--- src/hdl/set_assoc_cache_lru_lfu_assert.svh ---
// Assertion macros shared by the cache directory RTL.
`ifndef SET_ASSOC_CACHE_LRU_LFU_ASSERT_SVH
`define SET_ASSOC_CACHE_LRU_LFU_ASSERT_SVH

// Same-cycle implication, checked outside reset.
`define SACL_ASSERT_NOW(label, clk, rst_n, ante, cons, msg) \
    label: assert property (@(posedge clk) disable iff (!rst_n) (ante) |-> (cons)) \
        else $error(msg);

// Next-cycle implication, checked outside reset.
`define SACL_ASSERT_NEXT(label, clk, rst_n, ante, cons, msg) \
    label: assert property (@(posedge clk) disable iff (!rst_n) (ante) |=> (cons)) \
        else $error(msg);

`endif

--- src/hdl/sacl_ram.sv ---
// Generic simple dual-port RAM with one write port and a registered read port.
module sacl_ram #(
    parameter int WIDTH  = 8,
    parameter int DEPTH  = 16,
    parameter int ADDR_W = (DEPTH > 1) ? $clog2(DEPTH) : 1
) (
    input  logic              clk,
    input  logic              we,
    input  logic [ADDR_W-1:0] waddr,
    input  logic [WIDTH-1:0]  wdata,
    input  logic              re,
    input  logic [ADDR_W-1:0] raddr,
    output logic [WIDTH-1:0]  rdata
);

    logic [WIDTH-1:0] mem [DEPTH];
    logic [WIDTH-1:0] rdata_reg;

    // Write port
    always_ff @(posedge clk)
    begin
        if (we)
        begin
            mem[waddr] <= wdata;
        end
    end

    // Registered read port
    always_ff @(posedge clk)
    begin
        if (re)
        begin
            rdata_reg <= mem[raddr];
        end
    end

    assign rdata = rdata_reg;

endmodule

--- config.mk ---
export PLATFORM = sky130hd
export DESIGN_NAME = sacl_ram
export DESIGN_NICKNAME = d
export VERILOG_FILES = /design/src/hdl/set_assoc_cache_lru_lfu_assert.svh /design/src/hdl/sacl_ram.sv
export SDC_FILE = /design/constraint.sdc
export NUM_CORES = 1
export LEC_CHECK = 0
export ABC_AREA = 0
export BUFFER_PORTS_ARGS = -buffer_cell sky130_fd_sc_hd__buf_4
export CAP_MARGIN = 30
export CORE_UTILIZATION = 30
export CTS_BUF_LIST = sky130_fd_sc_hd__clkbuf_8
export CTS_CLUSTER_DIAMETER = 80
export DETAILED_ROUTE_END_ITERATION = 8
export PLACE_DENSITY = 0.46
export SLEW_MARGIN = 15
export SYNTH_ARGS = -nofsm -noshare
export SYNTH_HDL_FRONTEND = slang
export SYNTH_SLANG_ARGS = --single-unit
--- constraint.sdc ---
create_clock -name clk -period 2.1 [get_ports clk]
set_input_delay 0.105 -clock clk [delete_from_list [all_inputs] [get_ports clk]]
set_output_delay 0.105 -clock clk [all_outputs]
set_load 0.01 [all_outputs]
==> impl_results.md <==
- TritonRoute pass-1 iters: 5
- Number of distinct library cells after synthesis: 18
- Wire per inst: 20.0 µm
- Fin nets: 313
- Most frequent cell after synthesis: edfxtp_1
- Flop2flop setup slack: 540 ps
- Slowest Stage Delay on Critical Path: 560 ps
- Crit path kind: flop to flop
- TritonCTS Buffers: 17
- CP startpoint: mem[5][0]
- Post-Route WL: 10.5 mm
- Worst VDD drop: 364 µV
- Maximum fanout along the worst path: 1
- Skew final: 5.15 ps
- Placed insts: 486
- Proportion of power drawn by the clock network: 35.1%
- Unrepaired setup endpoints after global routing: no
- Max reg flops: 128
- Worst-Skew Late Latency: 440 ps
- P_int: 4.09 mW
- Clk sinks: 136
- Final Max Tran Viols: 0
- Async SR Flop Fraction: 0%
- Die W: 134 µm
- Final HPWL DP: 6.77 mm
- Syn Nets: 248
- Data required, critical path: 2280 ps
- Worst Reg-to-Reg Cells: 3
- Finished Layout Cells: 526
- Top cells by count, synth: 136 x edfxtp_1, 18 x mux4_2, 16 x a22oi_1, 14 x mux4_1, 13 x nor2_1
- Share of cells above drive strength 1: 30.4%
- Achievable clock frequency: 0.639 GHz
- Most common flop cell mapped by yosys: edfxtp_1
- Synthesized instance count: 229
- Final Instance Area: 6200 µm²
- Comb pwr share: 6.0%
- Core area: 16800 µm²
- Pleak: 2.06 nW
- Placer Congestion: 0.661
- Post-Syn Area: 5230 µm²
- Slowest library cell on the worst path: mux4_1
- Worst rel slew slack: 53.1%
- Vias: 2470
- Sequential Power Share: 58.8%
- Worst Max-Slew Pin Slew: 701 ps
- Row cnt: 47
- Util after Layout: 36.9%
- I/O pin cnt: 27
- Initial Utilization: 31.1%
- Post-synthesis register bit count: 136
- Area grow syn2layout: 18.6%
- Setup Viol. Count Final: 0
- Critical path cell sequence: mux4_1 -> a22oi_1 -> nand2_1
- Post-synthesis cell type with the largest combined area: edfxtp_1
- Setup TNS Final: 0 ps
- Max Cap Viol: 0
- Vias/cell: 4.70
- R2r endpoint: rdata[0]
- Sequential share of the synthesized area: 78.1%
- Hold crit path type: primary input to flop
- Initial drt markers: 253
- GRT Resource Usage Total: 12.7%
- Clk pin slew, worst setup/hold paths: 70 ps
- Switching part of the total: 21.5%
- Largest net degree at the start of global routing: 26
- Crit start category: flop
- DRC viols: 0
- Final hold violation count: 0
- P_sw: 1.12 mW
- PD cells: 841 nW/µm²
- Status: completed
- Synth warnings: 0
- Worst R2R Start: mem[5][0]
- EDFF count, synth: 136
- Avg Cell Area, Syn: 22.8 µm²
- Initial antenna violation count: 0
- Ant. Diodes: 0
- CTS tree: built
- First-pass GRT wire length: 15.6 mm
- Critical path endpoint: rdata[0]
- Arrival @ worst endpoint: 1750 ps
- Synth area leaders: edfxtp_1 78%, mux4_2 7.8%, mux4_1 7.0%
- Placed instance area: 5780 µm²
- Worst-case clock buffer depth: 2
- Antenna viol nets, final: 0
- Grt total ovfl: 0
- CTS HTree Levels: 4
- Fin crit period: 1560 ps
- Die height: 134 µm
- Port-buffer cells: 26
- Die ar.: 18000 µm²
- Vias in the first global route: 2471
- Critical path endpoint category: flop
- Area share of the largest cell type after synthesis: 78.1%
- Tcrit/Tclk final: 74.5%
- Clock root buffer master: clkbuf_8
## final cells by class
type | instances | area [µm²]
flip-flops and latches | 136 | 4080
clock inverters | 14 | 92.6
repair buffers | 56 | 455
multi-input cells | 83 | 1060
clock buffers | 17 | 234
well taps | 220 | 275
fillers | 1605 | 10600
## critical path, delay by kind of cell (launching register included)
family / cells / cell delay (ps)
AOI/OAI and AO/OA: 1 / 270
DFF: 1 / 390
muxes: 1 / 560
and+or+nand+nor: 1 / 100
## per-layer routing
layer | track usage [%] | share of wire [%] | vias up
li1 | - | - | 1110
met1 | 16.6 | 45 | 1290
met2 | 19.7 | 49 | 60
met3 | 3.67 | 4.3 | 10
met4 | 5.87 | 1.5 | 0
met5 | 0 | 0 | -
## placed cells by master, fill, tap and decap left out
master           n
edfxtp_1       136
buf_4           46
mux4_2          18
clkbuf_8        17
a22oi_1         16
mux4_1          14
nor2_1          13
nand2_1          9
dlygate4sd3_1    9
clkinv_2         8
nor3_1           4
clkinv_1         3
nand3b_1         2
nand2b_1         2
nor2b_1          1
and2_1           1
and2b_1          1
nand3_1          1
or3b_2           1
bufinv_16        1
inv_1            1
clkinvlp_4       1
buf_12           1
## power groups by stage
stage | Combinational [mW] | Clock, mW | Sequential, mW
after floorplan | 0.154 | 0 | 3.13
after global placement | 0.306 | 0 | 3.13
after detailed placement | 0.310 | 0 | 3.13
after CTS | 0.324 | 1.90 | 3.07
after global routing | 0.342 | 2.01 | 3.07
final | 0.315 | 1.83 | 3.07
## worst min path at each step
| stage | start | end | cells past startpoint |
|---|---|---|---|
| final | waddr[0] | mem[4][5] | 3 |
| after global routing | waddr[0] | mem[4][5] | 3 |
| after CTS | waddr[0] | mem[4][5] | 3 |
| after detailed placement | re | rdata[2] | 1 |
| after global placement | re | rdata[7] | 1 |
| after floorplan | wdata[0] | mem[0][0] | 0 |
## logic make-up (layout without fill, tap and decap cells)
family                 Yosys count  count (layout)  synth area share [%]
AND/OR/NAND/NOR                 35              35                  3.14
AO/OA/AOI/OAI                   16              16                  2.30
buffers and inverters           10              87                  1.65
multiplexers                    32              32                  14.8
flip-flops                     136             136                  78.1
## per-stage QoR
stage | setup slack, ps | hold slack [ps] | power, mW
3_5_place_dp | 251 | 405 | 3.44
3_3_place_gp | 264 | 413 | 3.43
6_report | 536 | 182 | 5.21
2_1_floorplan | 502 | 204 | 3.29
4_1_cts | 514 | 143 | 5.30
5_1_grt | 463 | 160 | 5.42
## timing repair
action                                 4_1_cts  5_1_grt
hold buffers                                 9        0
buffers inserted                             0        0
endpoints found under the hold margin      136        0
gates resized for setup                      0        0
No activity file was read; power rests on OpenSTA's default activity.
